<file path="src/rtl/mpft_pkg.sv">
// Shared widths, constants and types for the mapped page FIFO table.
package mpft_pkg;

    localparam int SLOTS_DEFAULT = 64;

    localparam int VA_W         = 64;
    localparam int PAGE_SHIFT   = 12;
    localparam int PAGE_W       = VA_W - PAGE_SHIFT;
    localparam int BASE_W       = 40;
    localparam int PHYS_W       = 41;
    localparam int SLOT_FIELD_W = 6;

    localparam int RESULT_W     = 1 + SLOT_FIELD_W + PHYS_W + 1 + PAGE_W;
    localparam int OUT_TDATA_W  = ((RESULT_W + 7) / 8) * 8;

    localparam int APB_DATA_W   = 64;
    localparam int APB_ADDR_W   = 1;
    localparam logic [APB_ADDR_W-1:0] REG_FRAME_BASE = 1'b0;

    // Per-cell control: rotate the ring or load a new page
    typedef struct packed {
        logic shift;
        logic load;
    } cell_ctrl_t;

endpackage

</file>
<file path="src/rtl/mpft_cell.sv">
// One table cell: holds a page number, passes it along the ring or loads a new one.
module mpft_cell
(
    input  logic                        clk,
    input  mpft_pkg::cell_ctrl_t        ctrl,
    input  logic [mpft_pkg::PAGE_W-1:0] shift_in,
    input  logic [mpft_pkg::PAGE_W-1:0] load_data,
    output logic [mpft_pkg::PAGE_W-1:0] q
);

    logic [mpft_pkg::PAGE_W-1:0] page_reg;
    logic [mpft_pkg::PAGE_W-1:0] page_next;

    always_comb
    begin
        page_next = page_reg;
        if (ctrl.load)
        begin
            page_next = load_data;
        end
        else if (ctrl.shift)
        begin
            page_next = shift_in;
        end
    end

    always_ff @(posedge clk)
    begin
        page_reg <= page_next;
    end

    assign q = page_reg;

endmodule

</file>
<file path="src/rtl/mapped_page_fifo_table.sv">
// Top level: ring of page cells, scan sequencer, result register and APB register.
//
// Each faulting address is reduced to its 4 KiB page number and compared against
// every valid entry as the ring of SLOTS cells rotates once past the head cell,
// one entry per cycle. A new page fills the lowest free slot; once the table is
// full the oldest slot is evicted in round-robin order. Each item passes through an
// accept state, a scan state that lasts one full ring rotation and an update state
// before the next item can be accepted; the update state waits while an earlier
// result is still held in the output register. The result register lets a new
// item be accepted while a finished result is not yet taken. No clearing pass is
// needed after reset. frame_base_page is at byte address 0.
module mapped_page_fifo_table
#(
    parameter int SLOTS = mpft_pkg::SLOTS_DEFAULT
)
(
    input  logic                                clk,
    input  logic                                rst_n,
    // s_tdata: virtual_address[63:0]
    input  logic                                s_tvalid,
    output logic                                s_tready,
    input  logic [mpft_pkg::VA_W-1:0]           s_tdata,
    // m_tdata: status[0], slot[6:1], physical_page[47:7], evicted[48],
    //          evicted_page[100:49], zero pad[103:101]
    output logic                                m_tvalid,
    input  logic                                m_tready,
    output logic [mpft_pkg::OUT_TDATA_W-1:0]    m_tdata,
    input  logic                                psel,
    input  logic                                penable,
    input  logic                                pwrite,
    input  logic [mpft_pkg::APB_ADDR_W-1:0]     paddr,
    input  logic [mpft_pkg::APB_DATA_W-1:0]     pwdata,
    output logic [mpft_pkg::APB_DATA_W-1:0]     prdata,
    output logic                                pready
);

    localparam int SW = (SLOTS > 1) ? $clog2(SLOTS) : 1;
    localparam logic [SW-1:0] LAST_SLOT = SW'(SLOTS - 1);
    localparam int PW = mpft_pkg::PAGE_W;

    typedef enum logic [1:0] {ST_IDLE, ST_SCAN, ST_DONE} state_t;

    // ---------------- configuration ----------------
    logic [mpft_pkg::BASE_W-1:0] base_reg;
    logic [mpft_pkg::BASE_W-1:0] base_next;

    assign pready = 1'b1;

    always_comb
    begin
        base_next = base_reg;
        if (psel && penable && pwrite && pready && (paddr == mpft_pkg::REG_FRAME_BASE))
        begin
            base_next = pwdata[mpft_pkg::BASE_W-1:0];
        end
    end

    always_ff @(posedge clk or negedge rst_n)
    begin
        if (!rst_n)
        begin
            base_reg <= '0;
        end
        else
        begin
            base_reg <= base_next;
        end
    end

    assign prdata = (paddr == mpft_pkg::REG_FRAME_BASE)
                  ? {{(mpft_pkg::APB_DATA_W - mpft_pkg::BASE_W){1'b0}}, base_reg}
                  : '0;

    // ---------------- control state ----------------
    state_t            state_reg;
    logic [SW-1:0]     step_reg;
    logic [SW-1:0]     ptr_reg;
    logic              full_reg;
    logic [PW-1:0]     page_reg;
    logic              hit_reg;
    logic [SW-1:0]     hit_slot_reg;
    logic [PW-1:0]     victim_reg;

    logic              out_valid_reg;
    logic              out_status_reg;
    logic [mpft_pkg::SLOT_FIELD_W-1:0] out_slot_reg;
    logic [mpft_pkg::PHYS_W-1:0]       out_phys_reg;
    logic              out_evicted_reg;
    logic [PW-1:0]     out_evpage_reg;

    // ---------------- cell ring ----------------
    logic [PW-1:0]           cell_q [SLOTS];
    mpft_pkg::cell_ctrl_t    cell_ctrl [SLOTS];
    logic                    out_free;
    logic                    do_update;

    assign out_free  = !out_valid_reg || m_tready;
    assign do_update = (state_reg == ST_DONE) && out_free;

    for (genvar i = 0; i < SLOTS; i++)
    begin : g_cell
        always_comb
        begin
            cell_ctrl[i].shift = (state_reg == ST_SCAN);
            cell_ctrl[i].load  = do_update && !hit_reg && (ptr_reg == SW'(i));
        end

        mpft_cell u_cell
        (
            .clk       (clk),
            .ctrl      (cell_ctrl[i]),
            .shift_in  (cell_q[(i + 1) % SLOTS]),
            .load_data (page_reg),
            .q         (cell_q[i])
        );
    end

    // ---------------- scan and result ----------------
    logic                              head_valid;
    logic                              head_match;
    logic [SW-1:0]                     res_slot;
    logic [SW+mpft_pkg::SLOT_FIELD_W-1:0] res_slot_ext;
    logic [mpft_pkg::PHYS_W-1:0]       res_phys;
    logic [SW-1:0]                     ptr_inc;

    assign head_valid   = full_reg || (step_reg < ptr_reg);
    assign head_match   = head_valid && (cell_q[0] == page_reg);
    assign res_slot     = hit_reg ? hit_slot_reg : ptr_reg;
    assign res_slot_ext = {{mpft_pkg::SLOT_FIELD_W{1'b0}}, res_slot};
    assign res_phys     = {1'b0, base_reg}
                        + {{(mpft_pkg::PHYS_W - SW){1'b0}}, res_slot};
    assign ptr_inc      = (ptr_reg == LAST_SLOT) ? '0 : ptr_reg + SW'(1);

    assign s_tready = (state_reg == ST_IDLE);

    always_ff @(posedge clk or negedge rst_n)
    begin
        if (!rst_n)
        begin
            state_reg       <= ST_IDLE;
            step_reg        <= '0;
            ptr_reg         <= '0;
            full_reg        <= 1'b0;
            page_reg        <= '0;
            hit_reg         <= 1'b0;
            hit_slot_reg    <= '0;
            victim_reg      <= '0;
            out_valid_reg   <= 1'b0;
            out_status_reg  <= 1'b0;
            out_slot_reg    <= '0;
            out_phys_reg    <= '0;
            out_evicted_reg <= 1'b0;
            out_evpage_reg  <= '0;
        end
        else
        begin
            // a taken result is replaced directly when the update cycle reloads it
            if (out_valid_reg && m_tready && !do_update)
            begin
                out_valid_reg <= 1'b0;
            end

            unique case (state_reg)
                ST_IDLE:
                begin
                    if (s_tvalid)
                    begin
                        page_reg  <= s_tdata[mpft_pkg::VA_W-1:mpft_pkg::PAGE_SHIFT];
                        step_reg  <= '0;
                        hit_reg   <= 1'b0;
                        state_reg <= ST_SCAN;
                    end
                end
                ST_SCAN:
                begin
                    // head cell holds slot step_reg this cycle
                    if (head_match)
                    begin
                        hit_reg      <= 1'b1;
                        hit_slot_reg <= step_reg;
                    end
                    if (step_reg == ptr_reg)
                    begin
                        victim_reg <= cell_q[0];
                    end
                    if (step_reg == LAST_SLOT)
                    begin
                        state_reg <= ST_DONE;
                    end
                    else
                    begin
                        step_reg <= step_reg + SW'(1);
                    end
                end
                ST_DONE:
                begin
                    if (out_free)
                    begin
                        out_valid_reg   <= 1'b1;
                        out_status_reg  <= hit_reg;
                        out_slot_reg    <= res_slot_ext[mpft_pkg::SLOT_FIELD_W-1:0];
                        out_phys_reg    <= res_phys;
                        out_evicted_reg <= !hit_reg && full_reg;
                        out_evpage_reg  <= (!hit_reg && full_reg) ? victim_reg : '0;
                        if (!hit_reg)
                        begin
                            ptr_reg <= ptr_inc;
                            if (ptr_reg == LAST_SLOT)
                            begin
                                full_reg <= 1'b1;
                            end
                        end
                        state_reg <= ST_IDLE;
                    end
                end
                default:
                begin
                    state_reg <= ST_IDLE;
                end
            endcase
        end
    end

    assign m_tvalid = out_valid_reg;
    assign m_tdata  = {{(mpft_pkg::OUT_TDATA_W - mpft_pkg::RESULT_W){1'b0}},
                       out_evpage_reg, out_evicted_reg, out_phys_reg,
                       out_slot_reg, out_status_reg};

`ifndef ASSERT_OFF
    a_full_sticks: assert property (@(posedge clk) disable iff (!rst_n)
        full_reg |=> full_reg)
        else $error("table full flag dropped");

    a_result_from_update: assert property (@(posedge clk) disable iff (!rst_n)
        $rose(m_tvalid) |-> $past(state_reg == ST_DONE))
        else $error("result appeared without an update cycle");

    a_evict_only_on_miss: assert property (@(posedge clk) disable iff (!rst_n)
        (out_valid_reg && out_evicted_reg) |-> (!out_status_reg && full_reg))
        else $error("eviction reported on a hit or before the table filled");

    a_scan_steps: assert property (@(posedge clk) disable iff (!rst_n)
        (state_reg == ST_SCAN && step_reg != LAST_SLOT)
            |=> (state_reg == ST_SCAN && step_reg == $past(step_reg) + SW'(1)))
        else $error("scan step counter skipped");
`endif

endmodule

</file>
<file path="config.mk">
export PLATFORM = sky130hd
export DESIGN_NAME = mapped_page_fifo_table
export DESIGN_NICKNAME = d
export VERILOG_FILES = /design/src/rtl/mpft_pkg.sv /design/src/rtl/mpft_cell.sv /design/src/rtl/mapped_page_fifo_table.sv
export SDC_FILE = /design/constraint.sdc
export NUM_CORES = 2
export LEC_CHECK = 0
export BUFFER_PORTS_ARGS = -buffer_cell sky130_fd_sc_hd__buf_2
export CELL_PAD_IN_SITES_DETAIL_PLACEMENT = 0
export CELL_PAD_IN_SITES_GLOBAL_PLACEMENT = 1
export CORE_MARGIN = 1.5
export CORE_UTILIZATION = 30
export DETAILED_ROUTE_END_ITERATION = 16
export HOLD_SLACK_MARGIN = 0.03
export PLACE_DENSITY_LB_ADDON = 0.25
export REMOVE_ABC_BUFFERS = 1
export SLEW_MARGIN = 20
export SYNTH_ARGS = -nofsm -noshare
export SYNTH_HDL_FRONTEND = slang
export SYNTH_SLANG_ARGS = --single-unit
</file>
<file path="constraint.sdc">
create_clock -name clk -period 8.8 [get_ports clk]
set_clock_uncertainty 0.1 [all_clocks]
set_input_delay 0 -clock clk [delete_from_list [all_inputs] [get_ports clk]]
set_output_delay 0 -clock clk [all_outputs]
set_load 0.02 [all_outputs]
</file>
== Word-level counts from Yosys, hierarchy flattened ==
Index checks and enable logic that the tools add are counted.

* Register bits: 3,596
* Bits of input ports: 136

* $add $sub $neg: 3
* $lt $le $gt $ge: 1
* Equal/unequal tests: 73
* Multiplexer cells: 145
* Bitwise gates (word level): 2
* Reductions and logical operators: 154

{| class="wikitable"
|+ Operators by type and width
! cell !! number
|-
| two-way mux 52 bit || 129
|-
| == test 6 bit (second input constant) || 33
|-
| nonzero test 2 bit || 65
|-
| == test 6 x 5 -> 1 bit (second input constant) || 16
|-
| logical AND 1 bit || 73
|-
| == test 52 bit || 1
|-
| == test 6 x 4 -> 1 bit (second input constant) || 8
|-
| adder 40 x 6 -> 41 bit || 1
|-
| two-way mux 40 bit || 1
|-
| == test 6 x 3 -> 1 bit (second input constant) || 4
|-
| two-way mux 6 bit || 4
|-
| adder 6 x 1 -> 6 bit (second input constant) || 2
|-
| == test 6 x 2 -> 1 bit (second input constant) || 2
|-
| case mux 6 bit (2 select lines) || 1
|-
| AND reduction 3 bit || 4
|-
| AND reduction 2 bit || 4
|-
| == test 6 x 1 -> 1 bit (second input constant) || 1
|-
| == test 6 bit || 1
|-
| logical NOT 6 bit || 1
|-
| < comparator 6 bit || 1
|-
| two-way mux 2 bit || 3
|-
| != test 2 bit (second input constant) || 3
|-
| case mux 2 bit (3 select lines) || 1
|-
| two-way mux 1 bit || 5
|-
| other kinds (9) || 14
|}

== Logic depth before layout (Yosys ltp) ==
* Word-level depth: 8
* Gate-level depth with buffers: 12
* Depth with buffers taken out: 10

== Modules after synthesis ==
From an unflattened synthesis, not the netlist that was laid out.

* Cells, all modules: 8,195
* Area, all modules: 169,183.5 µm²

{| class="wikitable"
|+ By module, submodules not included
! module !! instances !! cells an instance !! area each (µm²)
|-
| mpft_cell || 64 || 111 || 2,448.6
|-
| mapped_page_fifo_table || 1 || 1,091 || 12,473.2
|}

== Worst setup path after synthesis ==
No wires, ideal clock.

* Path kind: reg2reg
* Start: register state_reg[0]
* End: register g_cell[20].u_cell.page_reg (netlist bit g_cell[20].u_cell.q[0]) (enable)
* Setup time: 534 ps
* Arrival: 5,216 ps
* Data required time: 8,166 ps
* Slack: 2,950 ps
* Stages on the path, launching flop included: 9
* Path buffers: 3
* Path through: dfrtp_1 > nand2b_4 > nand2b_1 > buf_2 > nor2_1 > nand3_1 > buf_2 > clkbuf_1 > o21ai_0

* Cells in the longest elaborated chain, start to end: 5
* Elaborated cells on any way between the ends: 6
* Classes of those cells: 2 x eq/ne; 4 x reduce/logical

{| class="wikitable"
|+ Ends and longest elaborated chain
! item !! RTL line !! RTL
|-
| start: declaration || mapped_page_fifo_table.sv:75 || <nowiki>state_t state_reg;</nowiki>
|-
| start signal: assignment || mapped_page_fifo_table.sv:140 || <nowiki>state_reg <= ST_IDLE;</nowiki>
|-
| start signal: assignment || mapped_page_fifo_table.sv:171 || <nowiki>state_reg <= ST_SCAN;</nowiki>
|-
| start signal: assignment || mapped_page_fifo_table.sv:188 || <nowiki>state_reg <= ST_DONE;</nowiki>
|-
| == test 2 bit || mapped_page_fifo_table.sv:98 || <nowiki>assign do_update = (state_reg == ST_DONE) && out_free;</nowiki>
|-
| logical AND 1 bit || mapped_page_fifo_table.sv:98 ||
|-
| logical AND 1 bit (2 in a row) || mapped_page_fifo_table.sv:105 || <nowiki>cell_ctrl[i].load = do_update && !hit_reg && (ptr_reg == SW'(i));</nowiki>
|-
| nonzero test 2 bit (no source line) (*) || -- ||
|-
| end signal: assignment || mpft_cell.sv:29 || <nowiki>page_reg <= page_next;</nowiki>
|-
| end: declaration || mpft_cell.sv:11 || <nowiki>logic [mpft_pkg::PAGE_W-1:0] page_reg;</nowiki>
|}

Every way passes the cells marked *; elsewhere a longest branch is shown, timed or not.
A chain may end at the register's enable or synchronous reset.

== Worst setup path in the final report ==
* Start: register state_reg[0]
* End: register g_cell[3].u_cell.page_reg (netlist bit g_cell[3].u_cell.q[30]) (enable)

* Cells in the longest elaborated chain, start to end: 5
* Elaborated cells on any way between the ends: 6
* Classes of those cells: 2 x eq/ne; 4 x reduce/logical

{| class="wikitable"
|+ Ends and longest elaborated chain
! item !! RTL line
|-
| == test 2 bit || mapped_page_fifo_table.sv:98
|-
| logical AND 1 bit || mapped_page_fifo_table.sv:98
|-
| logical AND 1 bit (2 in a row) || mapped_page_fifo_table.sv:105
|-
| nonzero test 2 bit (no source line) (*) || --
|-
| end signal: assignment || mpft_cell.sv:29
|-
| end: declaration || mpft_cell.sv:11
|}

Marked as above.

==> metrics <==
Ports=307; Sw Share=0.289; Setup Total Neg Slack=0 ns; complex-gate fraction of the synthesized area=0.00699; cell types with the largest area share after synthesis=edfxtp_1 (65%), mux2_2 (22%), dfrtp_1 (4.4%); Max Freq=227 MHz; IO Port Bufs=242; maximum net fanout on the critical path=64; combinational family with the most area after synthesis=multiplexers; number of non-filler instances in the completed layout=16100; crit path capture type=register; buffers inserted by post-CTS timing repair=0; average detailed-routed wire length per instance=25.5 microns; portion of synthesized cell area occupied by the leading cell type=0.652; cell area after synthesis=0.153 sq mm; die footprint=0.515 sq mm; Final ANT Viol Nets=0; number of standard cells after synthesis=8614; DR vias/cell=4.84; Switching Power=13.6 mW; Residual DRC=0; overall fraction of global-route tracks in use=0.155; number of cell rows=262; initial antenna violation count=21; number of synthesized flops with an enable pin=3328; CTS Buf Count=401; max reg flops=3328; share of post-route cells with drive strength above 1=0.440; fraction of the cycle the final worst path needs=0.500; number of design-rule violations left by the first detailed-router iteration=5241; Post-CTS Hold Buffers=334; Die Wd=718 microns; maximum level of the CTS H-tree=5; mean cell area of the mapped netlist=17.8 sq um; leading area contributor after synthesis=edfxtp_1; static leakage=51.1 nW; fraction of registers with async set/reset=0.0745; placed instance count=15000; number of iterations in the first detailed-routing pass=5; worst IR drop on VDD=0.173 mV; final layout net count=9143; RSZ-0062 raised after global routing=false; mux cell area share after synthesis=0.252; number of distinct library cells after synthesis=56; critical path data required time=9.26 ns; relative contribution of combinational cells to total power=0.126; CTS root buf=clkbuf_16; number of sinks on the clock net=3596; half-perimeter wire length of the detailed placement result=233000 microns; clock-pin transition on the worst setup and hold timing paths=0.07 ns; Hold WC Path Type=primary input to async pin; type of the worst setup path=register to register; first-pass GRT wire length=603000 microns; later-pin clock latency in the skew report=0.97 ns; total power per unit cell area=264 mW/mm^2; cell-by-cell listing of the critical path=nand2b_4 -> nand2b_4 -> nor4_2 -> nand2_4 -> nand2_4; Initial Utilization=0.301; clock network fraction of design power=0.355; CP Data Arrival Time=4.86 ns; number of warnings printed during yosys synthesis=0; portion of the post-synthesis area used by sequential elements=0.696; largest net degree at the start of global routing=152; Simple-Gate Fraction of Synth Area=0.0151; number of synthesized register bits=3596; slowest stage cell on the critical path=nand2_4; final hold viol count=0; buffer depth of the longest clock path=4; worst-case headroom to the max-slew limit=0.252; Setup violations, final=0; sequential share of power=0.520; final weighted congestion in routability-driven placement=0.774; remaining global-route overflow=0; kind of launch point of the worst setup path=register; fraction of synthesized cell area in xor and xnor cells=0.00520; via count=77700; post-CTS resize count=0; # Max-Cap Violations=0; synthesized-area fraction occupied by adder cells=0.00152; worst hold slack=0.127 ns; Syn-to-layout area delta=16.3%; Largest stage delay, worst path=1.05 ns; Int Power=33.4 mW; placeable core region=0.509 sq mm; fin crit period=4.40 ns; run status=complete, no violations; fillers=47700; via count of the first global-routing pass=84200; clock tree from TritonCTS=done; total count of max-transition violations in the final report=0; r2r worst-path depth=5; actual transition at the worst max-transition pin=1.12 ns; Final Routed Wirelength=410000 microns; top flip-flop cell by instance count after synthesis=edfxtp_1; Die Y-Extent=718 microns; area used by multi-input combinational logic=0.0440 sq mm; sequential cell area=0.107 sq mm
-- worst paths after layout --
path	startpoint	endpoint	slack, ns
max	state_reg[0]$_DFFE_PN0P_	g_cell[3].u_cell.q[30]$_DFFE_PP_	4.40
max reg2reg	state_reg[0]$_DFFE_PN0P_	g_cell[3].u_cell.q[30]$_DFFE_PP_	4.40
max in group asynchronous	rst_n	page_reg[16]$_DFFE_PN0P_	7.46
min in group clk	psel	base_reg[25]$_DFFE_PN0P_	0.29
min reg2reg	out_phys_reg[2]$_DFFE_PN0P_	out_phys_reg[2]$_DFFE_PN0P_	0.37
min	rst_n	out_evpage_reg[48]$_DFFE_PN0P_	0.13
-- cell type report --
cell class / count / area share
flip-flops and latches: 3596 / 0.599
multi-input cells: 4230 / 0.247
clock buffers: 515 / 0.0605
well taps: 6732 / 0.0473
repair buffers: 740 / 0.0330
clock inverters: 225 / 0.0121
inverters: 20 / 0.000421
diodes: 21 / 0.000295
-- worst max-delay path, delay by kind of cell (launching register included) --
| family | cells | cell delay, ns |
|---|---|---|
| DFF | 1 | 0.43 |
| and+or+nand+nor | 5 | 3.24 |
-- stage by stage --
step / cell area, sq um / setup slack (ns) / power (mW) / util
global route: 178000 / 4.16 / 48.9 / 0.350
finish: 178000 / 4.40 / 47.0 / 0.350
detailed placement: 162000 / 4.37 / 30.5 / 0.318
global placement: 162000 / 4.37 / 30.5 / 0.318
CTS: 178000 / 4.32 / 47.7 / 0.350
floorplan: 150000 / 0.203 / 26.3 / -
-- synthesized netlist by cell type, types with 2 or more instances --
master,n
buf_1,6
a221oi_1,3
nor2_1,34
and3_1,18
and2_1,12
nor4_1,11
xor2_1,49
a21oi_1,7
nor4_2,2
nand2_1,297
a22o_1,52
nand2b_1,9
edfxtp_1,3328
conb_1,2
ha_1,17
o22ai_1,2
buf_2,224
nand3_1,22
a21o_1,5
buf_4,60
and4_1,3
nor2b_1,38
nand4_1,26
o21ai_0,77
o211ai_1,2
xnor2_1,42
clkbuf_1,502
mux2_1,500
nor3_1,6
nor2_2,13
inv_1,18
mux2_2,2935
dfrtp_1,268
inv_2,2
-- kinds of logic after synthesis --
family	after synthesis
buffers and inverters	814
DFF	3596
adders and majority gates	18
other	2
and+or+nand+nor	497
muxes	3435
xor gates and xnor gates	91
AOI/OAI and AO/OA	161
-- layout by cell type (no fill, tap or decap), drive strengths merged, types with 2 or more instances in the layout --
cell / n
mux2: 3435
edfxtp: 3328
clkbuf: 515
buf: 407
dlygate4sd3: 333
nand2: 298
dfrtp: 268
clkinv: 169
o21ai: 78
a22o: 52
xor2: 49
nor2: 47
xnor2: 42
nor2b: 38
bufinv: 32
inv: 30
conb: 28
nand4: 26
nand3: 22
diode: 21
and3: 18
ha: 17
clkinvlp: 14
nor4: 14
and2: 12
nand2b: 10
a21oi: 7
nor3: 6
a21o: 5
a221oi: 3
and4: 3
o22ai: 2
o211ai: 2
-- power groups by stage --
stage / Clock [mW] / Sequential, mW / Combinational [mW]
3_3_place_gp: 0 / 24.9 / 5.58
5_1_grt: 17.7 / 24.8 / 6.38
6_report: 16.7 / 24.4 / 5.91
3_5_place_dp: 0 / 24.9 / 5.62
4_1_cts: 17.1 / 24.6 / 6.00
2_1_floorplan: 0 / 23.6 / 2.71
-- layer usage --
layer | routed length [microns] | vias to the layer above | GRT usage
met1 | 190000 | 41600 | 0.219
met4 | 9350 | 0 | 0.0380
met5 | 0 | - | 0
li1 | - | 33800 | -
met3 | 17200 | 550 | 0.0176
met2 | 193000 | 1744 | 0.254
Power figures use the tool's default switching activity.
